## config.mk

```make
export PLATFORM = sky130hd
export DESIGN_NAME = trmc_front
export DESIGN_NICKNAME = d
export VERILOG_FILES = /design/src/trmc_pkg.sv /design/src/trmc_front.sv
export SDC_FILE = /design/constraint.sdc
export NUM_CORES = 1
export LEC_CHECK = 0
export BUFFER_PORTS_ARGS = -buffer_cell sky130_fd_sc_hd__buf_2
export CAP_MARGIN = 10
export CORE_AREA = 10 10 47 49
export DETAILED_ROUTE_END_ITERATION = 6
export DIE_AREA = 0 0 57 59
export GPL_ROUTABILITY_DRIVEN = 0
export SYNTH_ARGS = -nofsm -noshare
export SYNTH_HDL_FRONTEND = slang
export SYNTH_SLANG_ARGS = --single-unit
```

## constraint.sdc

```tcl
create_clock -name vclk -period 0.8
set_clock_uncertainty 0.2 [all_clocks]
set_input_delay 0.08 -clock vclk [all_inputs]
set_output_delay 0.08 -clock vclk [all_outputs]
set_load 0.05 [all_outputs]
```

## src/trmc_pkg.sv

```systemverilog
package trmc_pkg;

  localparam int unsigned DEF_COLUMNS      = 64;
  localparam int unsigned DEF_ROWS         = 32;
  localparam int unsigned DEF_GLYPH_HEIGHT = 16;

  localparam int unsigned CHAR_AW  = 11;
  localparam int unsigned GLYPH_AW = 12;
  localparam int unsigned LINE_W   = 11;
  localparam int unsigned PIX_W    = 8;
  localparam int unsigned COL_W    = 6;

  localparam int unsigned CMD_DEPTH = 2;
  localparam int unsigned RES_DEPTH = 4;
  localparam int unsigned RES_CNT_W = $clog2(RES_DEPTH + 1);

  localparam int unsigned CFG_IDX_W  = 3;
  localparam int unsigned CFG_DATA_W = 11;

  localparam logic [CFG_IDX_W-1:0] CFG_POWER_MODE    = 3'd0;
  localparam logic [CFG_IDX_W-1:0] CFG_VSYNC_START   = 3'd1;
  localparam logic [CFG_IDX_W-1:0] CFG_VSYNC_STOP    = 3'd2;
  localparam logic [CFG_IDX_W-1:0] CFG_DISPLAY_START = 3'd3;
  localparam logic [CFG_IDX_W-1:0] CFG_DISPLAY_STOP  = 3'd4;
  localparam logic [CFG_IDX_W-1:0] CFG_LAST_LINE     = 3'd5;

  localparam logic [1:0] PWR_ON      = 2'd0;
  localparam logic [1:0] PWR_STANDBY = 2'd1;
  localparam logic [1:0] PWR_SUSPEND = 2'd2;

  localparam logic [1:0] KIND_TICK     = 2'd0;
  localparam logic [1:0] KIND_CHAR_WR  = 2'd1;
  localparam logic [1:0] KIND_GLYPH_WR = 2'd2;
  localparam logic [1:0] KIND_NONE     = 2'd3;

  typedef enum logic [1:0] {
    OP_TICK     = 2'd0,
    OP_CHAR_WR  = 2'd1,
    OP_GLYPH_WR = 2'd2,
    OP_NOP      = 2'd3
  } op_e;

  typedef struct packed {
    op_e                 op;
    logic [GLYPH_AW-1:0] addr;
    logic [PIX_W-1:0]    data;
  } cmd_t;

  typedef struct packed {
    logic             vsync_active;
    logic             hsync_enabled;
    logic             display_on;
    logic [COL_W-1:0] column;
    logic [PIX_W-1:0] pixels;
    logic             last;
  } res_t;

  typedef struct packed {
    logic [1:0]        power_mode;
    logic [LINE_W-1:0] vsync_start;
    logic [LINE_W-1:0] vsync_stop;
    logic [LINE_W-1:0] display_start;
    logic [LINE_W-1:0] display_stop;
    logic [LINE_W-1:0] last_line;
  } cfg_t;

endpackage

```

## src/trmc_front.sv

```systemverilog
module trmc_front import trmc_pkg::*; (
  input  logic        s_tvalid_i,
  output logic        s_tready_o,
  input  logic [23:0] s_tdata_i,
  input  logic [1:0]  s_tuser_i,
  input  logic        accept_en_i,
  input  logic        cmd_full_i,
  output logic        cmd_push_o,
  output cmd_t        cmd_o
);

  assign s_tready_o = accept_en_i && !cmd_full_i;
  assign cmd_push_o = s_tvalid_i && s_tready_o;

  // The character store is half the size of the glyph store, so its
  // address is folded here and the back end sees a ready-made address.
  always_comb begin
    cmd_o.data = s_tdata_i[19:12];
    cmd_o.addr = s_tdata_i[11:0];
    unique case (s_tuser_i)
      KIND_TICK: begin
        cmd_o.op   = OP_TICK;
        cmd_o.addr = '0;
      end
      KIND_CHAR_WR: begin
        cmd_o.op   = OP_CHAR_WR;
        cmd_o.addr = {1'b0, s_tdata_i[CHAR_AW-1:0]};
      end
      KIND_GLYPH_WR: begin
        cmd_o.op = OP_GLYPH_WR;
      end
      KIND_NONE: begin
        cmd_o.op = OP_NOP;
      end
      default: begin
        cmd_o.op = OP_NOP;
      end
    endcase
  end

endmodule

```

* Word level (Yosys, flattened, before mapping)
Cells that the tools add are included.
Widths: inputs -> output; s select.
** Storage, ports and cells
- Logic and storage cells :: 9
- Output and inout port bits :: 24
- Input bits :: 29
- Flip-flop bits (word level) :: 0
** Operators by class
- Equality and inequality tests :: 3
- Multiplexer cells :: 2
- Reductions and logical operators :: 4
** Operators with widths (count)
- $pmux 12 s2 :: 1
- $pmux 2 s4 :: 1
- $eq 2x2->1 const B :: 2
- $eq 2x1->1 const B :: 1
- $logic_and 1x1->1 :: 2
- $logic_not 2->1 :: 1
- $logic_not 1->1 :: 1

* Longest topological paths before layout
- Depth in word-level cells :: 3
- Gate-level depth with buffers :: 2
- Mapped depth without buffers :: 1

* Least setup slack after synthesis
Ideal clock, no wire load.
- Kind :: input -> output
- Start point :: input accept_en_i
- End point :: output s_tready_o
- Required time :: 0.520 ns
- Path buffers :: 0
- Stages on the path :: 1
- Slack :: -0.267 ns
- Data arrival time :: 0.787 ns
- Cell sequence :: nor2b_1
** On the way
- Cells in the longest elaborated chain, start to end :: 1
** Ends and longest elaborated chain
- start, declared :: line trmc_front.sv:6 : input logic accept_en_i,
- $logic_and 1x1->1 :: line trmc_front.sv:12 : assign s_tready_o = accept_en_i && !cmd_full_i;
- end, declared :: line trmc_front.sv:3 : output logic s_tready_o,
Every way passes these cells.

==> impl_metrics.py <==
metrics = {
    "status": {
        "status": "finished with violations",
        "failed_checks": "hold timing, setup timing",
    },
    "die": {
        "start_util": 0.136,
        "die_w_um": 57,
        "dieHeight_um": 59,
        "rows": 14,
        "io_pins": 53,
        "core_um2": 1400,
        "dieArea_um2": 3360,
    },
    "finish": {
        "synthToLayoutAreaGrowth_pct": 209,
        "drive_gt1_frac": 0.980,
        "final_net_count": 80,
        "regArea_um2": 0,
        "n_clock_buffer": 0,
        "seq_cell_count": 0,
        "diodes": 0,
        "post-route-util": 0.420,
        "multi_input_area_um2": 185,
        "fillers": 146,
    },
    "global_routing": {
        "antenna_found_initial": 0,
        "grt_pass1_wl_um": 1820,
        "overflow": 0,
        "first_global_vias": 349,
        "grt_max_degree": 14,
        "grt_use_total": 0.0637,
    },
    "logic_synthesis": {
        "yosys.cell_count.top_type": "o21a_1",
        "ys_seq_area_frac": 0,
        "postSynthAreaPerCell_um2": 7.31,
        "synthCells": 26,
        "syn-num-nets": 55,
        "yosys.area.top_type": "o21a_1",
        "netlist_top_cells_count": "11 x o21a_1, 9 x buf_4, 2 x clkbuf_1",
        "synth_top_area_frac": 0.434,
        "syn_area_um2": 190,
        "synthTopCellsByArea": "o21a_1 43%, buf_4 36%, buf_6 5.9%",
        "yosysWarningCount": 0,
        "ys_types": 7,
    },
    "detailed_routing": {
        "viasPerCell": 4.51,
        "detail-route-antenna-nets": 0,
        "dr.pass1.iters": 1,
        "wirelength_um": 1200,
        "first_iter_violations": 0,
        "wire_per_inst_um": 18.5,
        "routed-via-count": 293,
        "drc": 0,
    },
    "setup_path": {
        "crit_slowest_cell": "o21a_4",
        "slowest_delay_ns": 0.21,
        "required_ns": 0.52,
        "cp.arrival_ns": 0.56,
        "cp-start-kind": "input port",
        "cp_cell_sequence": "buf_12 > o21a_4 > buf_8",
        "end_kind": "primary output",
        "path_max_fanout": 6,
        "crit_type": "input port to primary output",
    },
    "power_and_ir_drop": {
        "switching_share": 0.520,
        "p_int_mw": 0.247,
        "powerDensity_nw_per_um2": 876,
        "seqPwrFrac": 0,
        "finalPower_mw": 0.515,
        "p_comb_frac": 1.000,
        "p_clk_frac": 0,
        "power.switching_mw": 0.268,
        "ir_drop_uv": 315,
        "power.leakage_nw": 0.270,
    },
    "sta": {
        "setup_viol": 12,
        "drv_slew": 0,
        "max_freq_mhz": 1200,
        "worstMarginPinSlew_ns": 0.254,
        "hold_viol_final": 8,
        "rsz0062_at_grt": "true",
        "finalCritPeriodShare": 1.04,
        "maxSlewHeadroom": 0.832,
        "worst_slack_ns": -0.0351,
        "hold_ws_ns": -0.0400,
        "period_needed_ns": 0.835,
    },
    "flow_run": {
        "cap_violations": 0,
    },
    "placed_design": {
        "hpwl_um": 833,
        "io_buffers": 33,
    },
    "clock_network": {
        "cts_setup_buffers": 0,
    },
    "hold_path": {
        "hp-class": "input port to primary output",
    },
}
==> layout by cell type (no fill, tap or decap), drive strengths merged <==
cell type / count
and3b: 1
clkbuf: 1
and2: 1
o21a: 11
buf: 34
nor2b: 1
==> worst max-delay path, delay by kind of cell <==
kind            cells  cell delay [ns]
compound gates      1             0.21
buf+inv             2             0.25
==> path summary, 6_finish.rpt <==
path	depth (start not counted)	to	slack, ns	startpoint
hold / removal	0	cmd_o[2]	-0.04	s_tdata_i[14]
setup / recovery	3	cmd_o[8]	-0.04	s_tuser_i[0]
==> final cells by class <==
type,instances,area share
well taps,16,0.0340
multi-input cells,14,0.315
repair buffers,35,0.651
==> power by group through the flow <==
stage	logic (mW)	clock network, mW	registers [mW]
finish	0.515	0	0
floorplan	0.353	0	0
CTS	0.500	0	0
detailed placement	0.329	0	0
global placement	0.326	0	0
global route	0.538	0	0
==> layer usage <==
| layer | track usage | routed length [um] |
|---|---|---|
| met1 | 0.0693 | 440 |
| met2 | 0.107 | 541 |
| met3 | 0.0386 | 210 |
| met4 | 0.00671 | 9 |
| met5 | 0 | 0 |
==> through the flow <==
step | TNS [ns] | instance area (um^2) | cells | setup slack (ns)
3_5_place_dp | -2.52 | 307 | 63 | -0.194
4_1_cts | -0.383 | 558 | 64 | -0.0347
6_report | -0.381 | 588 | 65 | -0.0351
5_1_grt | -0.510 | 588 | 65 | -0.0520
2_1_floorplan | -0.0133 | 208 | 26 | -0.0133
3_3_place_gp | -2.38 | 307 | 63 | -0.184
==> timing repair <==
item	in CTS	in global routing
hold endpoints to repair	8	8
cloned	1	1
pin swaps	11	1
setup endpoints to repair	16	13
resized for setup	58	2
==> cells by family after synthesis <==
group	count (synthesis)	share of synthesized area
AO/OA/AOI/OAI	11	0.434
buffers and inverters	12	0.454
AND/OR/NAND/NOR	3	0.112
No activity file was read; power rests on OpenSTA's default activity.
