File: config.mk
export PLATFORM = sky130hd
export DESIGN_NAME = trmc_fifo
export DESIGN_NICKNAME = d
export VERILOG_FILES = /design/src/trmc_fifo.sv
export SDC_FILE = /design/constraint.sdc
export NUM_CORES = 1
export LEC_CHECK = 0
export ABC_AREA = 0
export BUFFER_PORTS_ARGS = -buffer_cell sky130_fd_sc_hd__buf_2
export CAP_MARGIN = 20
export CORE_MARGIN = 2
export CORE_UTILIZATION = 43
export DETAILED_ROUTE_END_ITERATION = 8
export GPL_TIMING_DRIVEN = 0
export PLACE_DENSITY_LB_ADDON = 0.15
export RECOVER_POWER = 100
export SYNTH_ARGS = -nofsm -noshare
export SYNTH_HDL_FRONTEND = slang
export SYNTH_SLANG_ARGS = --single-unit
File: constraint.sdc
create_clock -name clk_i -period 1.3 [get_ports clk_i]
set_clock_uncertainty 0.1 [all_clocks]
set_input_delay 0.195 -clock clk_i [delete_from_list [all_inputs] [get_ports clk_i]]
set_output_delay 0.195 -clock clk_i [all_outputs]
set_load 0.1 [all_outputs]
File: src/trmc_fifo.sv
module trmc_fifo #(
  parameter int unsigned WIDTH = 8,
  parameter int unsigned DEPTH = 2
) (
  input  logic                       clk_i,
  input  logic                       rst_ni,
  input  logic                       push_i,
  input  logic [WIDTH-1:0]           wdata_i,
  output logic                       full_o,
  input  logic                       pop_i,
  output logic [WIDTH-1:0]           rdata_o,
  output logic                       empty_o,
  output logic [$clog2(DEPTH+1)-1:0] count_o
);

  localparam int unsigned PW = (DEPTH > 1) ? $clog2(DEPTH) : 1;
  localparam int unsigned CW = $clog2(DEPTH + 1);

  logic [WIDTH-1:0] mem_q [DEPTH];
  logic [PW-1:0]    wr_ptr_q, wr_ptr_d;
  logic [PW-1:0]    rd_ptr_q, rd_ptr_d;
  logic [CW-1:0]    count_q, count_d;
  logic             do_push, do_pop;

  function automatic logic [PW-1:0] ptr_inc(input logic [PW-1:0] p);
    ptr_inc = (p == PW'(DEPTH - 1)) ? '0 : p + 1'b1;
  endfunction

  assign full_o  = (count_q == CW'(DEPTH));
  assign empty_o = (count_q == '0);
  assign count_o = count_q;
  assign rdata_o = mem_q[rd_ptr_q];

  assign do_push = push_i && !full_o;
  assign do_pop  = pop_i && !empty_o;

  always_comb begin
    wr_ptr_d = do_push ? ptr_inc(wr_ptr_q) : wr_ptr_q;
    rd_ptr_d = do_pop ? ptr_inc(rd_ptr_q) : rd_ptr_q;
    count_d  = count_q;
    if (do_push && !do_pop) begin
      count_d = count_q + 1'b1;
    end else if (do_pop && !do_push) begin
      count_d = count_q - 1'b1;
    end
  end

  always_ff @(posedge clk_i or negedge rst_ni) begin
    if (!rst_ni) begin
      wr_ptr_q <= '0;
      rd_ptr_q <= '0;
      count_q  <= '0;
    end else begin
      wr_ptr_q <= wr_ptr_d;
      rd_ptr_q <= rd_ptr_d;
      count_q  <= count_d;
    end
  end

  always_ff @(posedge clk_i) begin
    if (do_push) begin
      mem_q[wr_ptr_q] <= wdata_i;
    end
  end

endmodule

# Word-level counts from Yosys, hierarchy flattened

Memories as Yosys holds them, arrays and structs flattened.
Cells that the tools add are included.

Input bits: 12
Bits in latches: 0
Memories kept: 1
Output and inout port bits: 12
Bits in writable memories: 16
Register bits after elaboration: 4
Logic and storage cells: 25
Bits in read-only memories: 0

Div/mod/pow operators: 0
Reduce and logical (&&, ||, !) cells: 10
Shift-type cells: 0
Add/sub/neg operators: 4
Equal/unequal tests: 1
Multipliers: 0
Muxes and demuxes: 6
Bitwise operators: 0
Magnitude comparators: 0

Memories:

| name  | depth | width | rd ports | clocked after Yosys merged registers in | write ports | RTL line | source |
|---|---|---|---|---|---|---|---|
| mem_q | 2     | 8     | 1        | 0                                       | 1           | 19       | `logic [WIDTH-1:0] mem_q [DEPTH];` |

Operators with widths:

| operator                                                            | number |
|---|---|
| 1-bit logical AND                                                   | 4 |
| 1-bit zero test                                                     | 4 |
| 1-bit 2-to-1 mux                                                    | 4 |
| 2-bit 2-to-1 mux                                                    | 2 |
| 1-bit adder (second input constant)                                 | 2 |
| 2-bit by 1-bit adder with 2-bit output (second input constant)      | 1 |
| 2-bit == test (second input constant)                               | 1 |
| 2-bit zero test                                                     | 1 |
| 2-bit nonzero test                                                  | 1 |
| 2-bit by 1-bit subtractor with 2-bit output (second input constant) | 1 |

# Logic depth before layout (Yosys ltp)

Gate-level depths: netlist (run 1).

Depth in word-level cells: 7
Mapped depth: 7
Gate-level depth less buffers: 7

# Least setup slack after synthesis (run 1)

No wires, ideal clock.

Kind: flip-flop to output port
From: register count_q[0] (netlist: count_o[0])
To: output port empty_o
Stages on the path, launching flop included: 2
Arrival: 2.203 ns
Slack: -1.198 ns
Cells stage by stage: dfrtp_1 nor2_1

Cells in the longest elaborated chain, start to end: 1

RTL lines:

| element                | RTL line | source |
|---|---|---|
| start, declared        | 22       | `logic [CW-1:0] count_q, count_d;` |
| start signal, assigned | 56       | `count_q <= count_d;` |
| 2-bit zero test        | 30       | `assign empty_o = (count_q == '0);` |
| end, declared          | 12       | `output logic empty_o,` |

Every way passes these cells.

# Worst setup path in the final report (run 1)

From: register rd_ptr_q
To: output port rdata_o[4]

Cells in the longest elaborated chain, start to end: 1

RTL lines:

| element                | RTL line | source |
|---|---|---|
| start, declared        | 21       | `logic [PW-1:0] rd_ptr_q, rd_ptr_d;` |
| start signal, assigned | 55       | `rd_ptr_q <= rd_ptr_d;` |
| memory read 2 x 8 bit  | --       |  |
| end, declared          | 11       | `output logic [WIDTH-1:0] rdata_o,` |

Every way passes these cells.

==> results.yml, run 1 <==
timing:
  rsz0062_at_grt: "true"
  clock.fmax_mhz: 622
  setup_violations: 31
  slew_viol_final: 0
  hold-worst-slack_ns: 0.118
  min_period_ns: 1.61
  max_slew_margin_pct: 82.5
  fin_ws_ns: -0.308
  hold_violations: 0
  fin_crit_sh_pct: 124
  tightest_slew_ns: 0.263
synthesis:
  synth-compound-area-share_pct: 0.640
  yosys.area_share.simple_pct: 3.84
  synth-adder-area-share_pct: 1.60
  yosys.area.top_type: "edfxtp_1"
  synth_xor_xnor_area_share_pct: 6.56
  ys_types: 15
  synth_cells: 44
  synth_top_family_by_area: "multiplexers"
  ys_ff_latch: 20
  muxShareOfSynthArea_pct: 11.5
  yosysSeqAreaShare_pct: 74.2
  syn_avg_cell_area_um2: 17.8
  synth_nets: 57
  synth.cell_area_um2: 782
  ys_warn_count: 0
  synth_area_leaders: "edfxtp_1 (61%), dfrtp_1 (13%), mux2_1 (8.6%)"
  synth_top_area_share_pct: 61.4
layout:
  final_common_cell: "edfxtp_1"
  fin_cells: 113
  final_core_util_pct: 80.6
  layout_common_cells: "edfxtp_1 (16), buf_12 (12), dlygate4sd3_1 (9)"
  areaGrowthSynthToFinish_pct: 77.9
  diodes: 0
  nNetsFinal: 102
  drive_gt1_share_pct: 55.7
setup_path:
  worstSetupEndpointType: "output pin"
  crit_fanout: 9
  path_class: "flop to output pin"
  crit_path_start_kind: "flop"
  worstPathArrival_ns: 1.31
  worstPathRequired_ns: 1.00
route:
  vias: 502
  wl_mm: 1.56
  via_per_inst: 4.44
  ant_nets: 0
  drt_iter0_markers: 9
  drcViolationCount: 0
  avgRoutedWirePerCell_um: 13.8
  dr.pass1.iters: 3
die:
  die_x_um: 46.6
  die-area_mm2: 0.00218
  start_util_pct: 45.3
  ios: 24
  die_h_um: 46.6
  core-area_mm2: 0.00173
  placementRows: 15
run_status:
  violations: "setup timing"
  status: "finished, violations left"
grt:
  grt_first_pass_wirelength_mm: 2.33
  grt_max_degree: 12
  grt_pass1_vias: 512
  grt_overflow: 0
  grt_usage_pct: 16.8
  antenna_found_initial: 0
clock_tree:
  clk_latency_ns: 0.28
  cts_root_buffer: "clkbuf_4"
  clkSinkCount: 20
  h-tree-depth: 1
  cts_tree: "built"
  path_clk_slew_ns: 0.10
  cts_made_buffers: 3
  cts_buffer_depth: 2
place:
  post-place-ws_ns: -0.284
  place_hpwl_um: 805
  io_buffers: 23
  gp_congestion: 0.658
  dp_cells: 92
run:
  drv_cap: 0
worst_hold_path:
  min_path_type: "primary input to flop"
[state kept, by name (all words and copies together) (netlist names)]
signal,cells
count_o,2
mem_q,16
wr_ptr_q,1
rd_ptr_q,1
[critical path, cell delays in order (launching register included)]
cell and delay, ns:
dfrtp_1 0.38, buf_6 0.15, mux2_4 0.32, buf_12 0.17
[final timing paths]
kind                                        start                     end  slack (ns)  depth (start not counted)
max                          rd_ptr_q$_DFFE_PN0P_              rdata_o[4]       -0.31                          3
min                                         pop_i    rd_ptr_q$_DFFE_PN0P_        0.12                          3
max reg2reg                count_o[0]$_DFFE_PN0P_  count_o[1]$_DFFE_PN0P_       -0.25                          7
min reg2reg                  wr_ptr_q$_DFFE_PN0N_    wr_ptr_q$_DFFE_PN0N_        0.49                          1
max in group asynchronous                  rst_ni  count_o[0]$_DFFE_PN0P_        0.73                          2
min in group asynchronous                  rst_ni  count_o[1]$_DFFE_PN0P_        0.16                          2
[final cells by class]
type | count | area (µm²)
fillers | 104 | 335
inverters | 2 | 11.3
clock buffers | 4 | 26.3
flip-flops and latches | 20 | 588
well taps | 25 | 31.3
plain buffers | 1 | 11.3
multi-input cells | 21 | 275
repair buffers | 40 | 448
[cell usage after synthesis]
master	count
xor2_1	2
xnor2_1	2
nor2_1	3
mux2_1	6
ha_1	1
and3_1	1
mux2_2	2
o21ai_1	1
buf_2	1
edfxtp_1	16
nand2b_1	1
nand2_2	1
dfrtp_1	4
inv_1	2
xnor2_2	1
[layer usage]
metal  up-vias  wire, µm  global-route usage (%)  share of wire, %
met1       245       594                    18.2                38
met5         -         0                       0                 0
met3         0        41                    4.71               2.6
met4         0         0                    6.67                 0
met2        11       924                    30.6                59
li1        246         -                       -                 -
[per-stage QoR]
step                      setup TNS, ns  area (µm²)
after CTS                         -4.28        1370
after floorplan                   -5.75         860
final                             -3.92        1390
after global placement            -4.30        1010
after global routing              -5.31        1390
after detailed placement          -4.47        1010
[cells by family after synthesis]
kind of cell,Yosys count
simple gates,6
xor+xnor,5
flops,20
buf+inv,3
compound gates,1
fa+ha+maj,1
mux,8
[repair_timing]
action                                 4_1_cts  5_1_grt
buffers inserted                             5        4
hold buffers                                 9        0
gates resized for setup                     56        2
pin swaps                                    4        2
gates cloned                                 0        0
endpoints found under the hold margin       20        0
setup endpoints to repair                   30       30
Power of run 1 is not shown: default switching activity piles up to over one toggle a cycle in this logic, so the estimate is an artifact.
==> run 2, diff against run 1 <==
Settings changed: ABC_AREA 0 to 1, ABC_CLOCK_PERIOD_IN_PS from default to 1300.
==> results.yml, run 2 <==
timing:
  slew_viol_final: 0
  hold-worst-slack_ns: 0.0636
  max_slew_margin_pct: 82.0
  min_period_ns: 1.58
  setup_violations: 31
  clock.fmax_mhz: 634
  fin_crit_sh_pct: 121
  fin_tns_setup_ns: -4.68
  rsz0062_at_grt: "true"
  fin_ws_ns: -0.277
  hold_violations: 0
  tightest_slew_ns: 0.270
place:
  place_hpwl_mm: 1.04
  post-place-ws_ns: -0.303
  gp_congestion: 0.789
  io_buffers: 23
run_status:
  violations: "setup timing"
  status: "finished, violations left"
setup_path:
  path_buf_inv: 3
  r2r-start: "count_o[1]$_DFFE_PN0P_"
  slowest_stage: "dfrtp_1"
  worstPathRequired_ns: 1.00
  crit_path_start_kind: "flop"
  crit_fanout: 6
  ff2ff_path_depth: 8
  rrSetupSlack_ns: -0.16
  path_class: "flop to output pin"
  worstPathArrival_ns: 1.28
  worstSetupEndpointType: "output pin"
  crit_chain: "buf_6, clkinvlp_4, nand2_2, nand2_4, buf_12"
  reg2reg_to: "count_o[1]$_DFFE_PN0P_"
  slowest_delay_ns: 0.38
  critPathTopFamily: "buffers and inverters"
grt:
  grt_pass1_vias: 710
  grt_overflow: 0
  grt_max_degree: 12
  antenna_found_initial: 0
  grt_usage_pct: 21.2
  grt_first_pass_wirelength_mm: 3.08
run:
  drv_cap: 0
clock_tree:
  cts_buffer_depth: 2
  h-tree-depth: 1
  cts_tree: "built"
  clkSinkCount: 20
  cts_root_buffer: "clkbuf_4"
  path_clk_slew_ns: 0.11
  cts_made_buffers: 3
  clk_latency_ns: 0.29
route:
  ant_nets: 0
  dr.pass1.iters: 4
  vias: 702
  wl_mm: 2.17
  via_per_inst: 4.78
  drcViolationCount: 0
  avgRoutedWirePerCell_um: 14.8
  drt_iter0_markers: 14
worst_hold_path:
  holdPathStages: 3
  hold_end: "rd_ptr_q$_DFFE_PN0P_"
  min_path_type: "primary input to flop"
  worstHoldStart: "pop_i"
layout:
  nNetsFinal: 136
  final_core_util_pct: 87.2
  layout_common_cells: "nand2_1 (16), edfxtp_1 (16), buf_12 (13)"
  diodes: 0
  top_register: "mem_q"
  areaGrowthSynthToFinish_pct: 88.1
  drive_gt1_share_pct: 52.5
  largest_register_ffs: 16
synthesis:
  synth.cell_area_um2: 810
  synth_top_area_share_pct: 59.4
  synth_ff_type: "edfxtp_1"
  synth_nets: 86
  syn_avg_cell_area_um2: 11.1
  synth_area_leaders: "edfxtp_1 (59%), nand2_1 (15%), dfrtp_1 (12%)"
  ys_types: 14
  ys_warn_count: 0
  async_flop_share_pct: 20.0
  synth-edff-count: 16
  synth_commonest_cells: "nand2_1 (33), edfxtp_1 (16), inv_1 (7)"
  ys_ff_latch: 20
  yosys.area.top_type: "edfxtp_1"
  yosysMostFrequentCell: "nand2_1"
  synth_cells: 73
  yosysSeqAreaShare_pct: 71.7
die:
  core-area_mm2: 0.00175
  placementRows: 15
  start_util_pct: 46.4
  die_h_um: 47.4
  die_x_um: 47.4
  die-area_mm2: 0.00225
  ios: 24
## run 2: timing repair
action,4_1_cts,5_1_grt
gates cloned,2,0
setup endpoints to repair,30,31
pin swaps,2,3
hold buffers,9,0
endpoints found under the hold margin,20,0
gates resized for setup,67,8
buffers inserted,9,2
## run 2: cell families after synthesis
logic type                 share of synthesized area [%]
buffers and inverters                               4.33
adders and majority gates                           1.55
AOI/OAI and AO/OA                                   1.24
and+or+nand+nor                                     20.1
xor gates and xnor gates                            1.08
DFF                                                 71.7
## run 2: worst max path at each step
stage / from / end / slack (ns) / cells past startpoint
final: rd_ptr_q$_DFFE_PN0P_ / rdata_o[5] / -0.28 / 5
after global routing: rd_ptr_q$_DFFE_PN0P_ / rdata_o[2] / -0.33 / 5
after CTS: rd_ptr_q$_DFFE_PN0P_ / rdata_o[2] / -0.28 / 5
after detailed placement: rd_ptr_q$_DFFE_PN0P_ / rdata_o[0] / -0.30 / 5
after global placement: rd_ptr_q$_DFFE_PN0P_ / rdata_o[4] / -0.29 / 5
after floorplan: count_o[1]$_DFFE_PN0P_ / count_o[1]$_DFFE_PN0P_ / -0.74 / 8
## run 2: area by class of cell
cell class,count,area (µm²)
Clock buffer,4,26.3
Sequential cell,20,588
Fill cell,87,223
Timing Repair Buffer,44,484
Timing Repair inverter,1,7.51
Tap cell,25,31.3
Inverter,8,40.0
Buffer,1,11.3
Multi-Input combinational cell,44,334
## run 2: metal layers
layer | vias to the layer above | GRT usage [%] | share of wire (%)
met5 | - | 0 | 0
met4 | 0 | 10.6 | 2.3
met3 | 8 | 4.23 | 3.4
met2 | 22 | 37.3 | 57
met1 | 339 | 24.2 | 38
li1 | 333 | - | -
## run 2: through the flow
stage / instances / cell area (µm²)
3_3_place_gp: 121 / 1040
2_1_floorplan: 73 / 890
3_5_place_dp: 121 / 1040
4_1_cts: 145 / 1480
5_1_grt: 147 / 1520
6_report: 147 / 1520
## run 2: tightest hold or removal path, cell delays in order
cell and delay, ns:
buf_2 0.11, nand3b_1 0.07, nand2_1 0.05
Power of run 2 is left out for the same reason.
==> run 3, diff against run 2 <==
Settings changed: PLACE_DENSITY from default to 0.71, PLACE_DENSITY_LB_ADDON 0.15 to default.
==> results.yml, run 3 (synthesis gave the netlist of run 2 again) <==
grt:
  grt_overflow: 0
  grt_first_pass_wirelength_mm: 2.88
  grt_pass1_vias: 676
  antenna_found_initial: 0
  grt_max_degree: 12
  grt_usage_pct: 20.1
timing:
  max_slew_margin_pct: 83.3
  setup_violations: 31
  tightest_slew_ns: 0.251
  clock.fmax_mhz: 630
  hold_violations: 0
  min_period_ns: 1.59
  fin_ws_ns: -0.286
  fin_crit_sh_pct: 122
  slew_viol_final: 0
  rsz0062_at_grt: "true"
die:
  placementRows: 15
  die_h_um: 47.4
  core-area_mm2: 0.00175
  die-area_mm2: 0.00225
  die_x_um: 47.4
  start_util_pct: 46.4
  ios: 24
place:
  placed_area_mm2: 0.00104
  gp_congestion: 0.680
  io_buffers: 23
  place_hpwl_mm: 1.06
route:
  dr.pass1.iters: 4
  wl_mm: 2.28
  via_per_inst: 4.68
  drt_iter0_markers: 8
  ant_nets: 0
  avgRoutedWirePerCell_um: 15.3
  drcViolationCount: 0
  vias: 698
clock_tree:
  cts_made_buffers: 3
  clk_latency_ns: 0.31
  clkSinkCount: 20
  h-tree-depth: 1
  cts_tree: "built"
  cts_root_buffer: "clkbuf_4"
  cts_buffer_depth: 2
  path_clk_slew_ns: 0.11
layout:
  fillers: 77
  nNetsFinal: 138
  largest_register_ffs: 16
  layout_common_cells: "nand2_1 (16), edfxtp_1 (16), buf_12 (12)"
  final_cell_area_mm2: 0.00155
  diodes: 0
  top_register: "mem_q"
  areaGrowthSynthToFinish_pct: 92.0
  drive_gt1_share_pct: 56.5
setup_path:
  path_class: "flop to output pin"
  rrSetupSlack_ns: -0.17
  crit_fanout: 6
  worstSetupEndpointType: "output pin"
  slowest_stage: "dfrtp_1"
  worstPathArrival_ns: 1.29
  slowest_delay_ns: 0.37
  crit_path_start_kind: "flop"
  worstPathRequired_ns: 1.00
  crit_chain: "buf_6, clkinvlp_4, nand2_2, nand2_4, buf_12"
worst_hold_path:
  min_path_type: "primary input to flop"
run_status:
  violations: "setup timing"
  status: "finished, violations left"
run:
  drv_cap: 0
## run 3: timing repair
action | CTS | global route
endpoints found under the setup margin | 30 | 30
buffers inserted | 8 | 6
cloned | 1 | 1
hold buffers | 9 | 0
hold endpoints to repair | 20 | 0
gates resized for setup | 66 | 18
pin swaps | 4 | 9
## run 3: worst paths after layout
| check | cells after the start | endpoint | start |
|---|---|---|---|
| setup / recovery | 5 | rdata_o[1] | rd_ptr_q$_DFFE_PN0P_ |
| hold / removal | 3 | rd_ptr_q$_DFFE_PN0P_ | pop_i |
| setup reg to reg | 6 | count_o[0]$_DFFE_PN0P_ | count_o[1]$_DFFE_PN0P_ |
| hold reg to reg | 2 | wr_ptr_q$_DFFE_PN0N_ | wr_ptr_q$_DFFE_PN0N_ |
| max in group asynchronous | 2 | count_o[1]$_DFFE_PN0P_ | rst_ni |
| min in group asynchronous | 2 | wr_ptr_q$_DFFE_PN0N_ | rst_ni |
## run 3: layer usage
metal  share of wire, %  GRT usage [%]
met5                  0              0
met4                1.9           10.0
met3                4.1           4.62
met2                 54           37.3
met1                 40           20.8
## run 3: area by class of cell
| class | count | area (µm²) | share of cell area, % |
|---|---|---|---|
| plain buffers | 1 | 11.3 | 0.725 |
| clock buffers | 3 | 22.5 | 1.45 |
| clock inverters | 1 | 3.75 | 0.242 |
| inverters | 8 | 40.0 | 2.58 |
| multi-input cells | 44 | 342 | 22.0 |
| flip-flops and latches | 20 | 588 | 37.8 |
| well taps | 25 | 31.3 | 2.01 |
| repair buffers | 46 | 508 | 32.7 |
| repair inverters | 1 | 7.51 | 0.483 |
## run 3: through the flow
step / instances / setup TNS, ns / hold slack [ns] / worst slack, ns / utilization (%)
floorplan: 73 / -9.29 / -0.201 / -0.743 / -
global placement: 121 / -4.81 / -0.0963 / -0.269 / 59.4
detailed placement: 121 / -5.64 / -0.0912 / -0.302 / 59.4
CTS: 143 / -4.19 / 0.0403 / -0.277 / 83.4
global route: 149 / -6.12 / 0.0708 / -0.364 / 89.0
finish: 149 / -4.84 / 0.0621 / -0.286 / 89.0
## run 3: worst max-delay path: cells and delay by family (launching register included)
kind	cells	cell delay, ns
buffers and inverters	3	0.44
AND/OR/NAND/NOR	2	0.17
flip-flops	1	0.37
Power of run 3 is left out for the same reason.
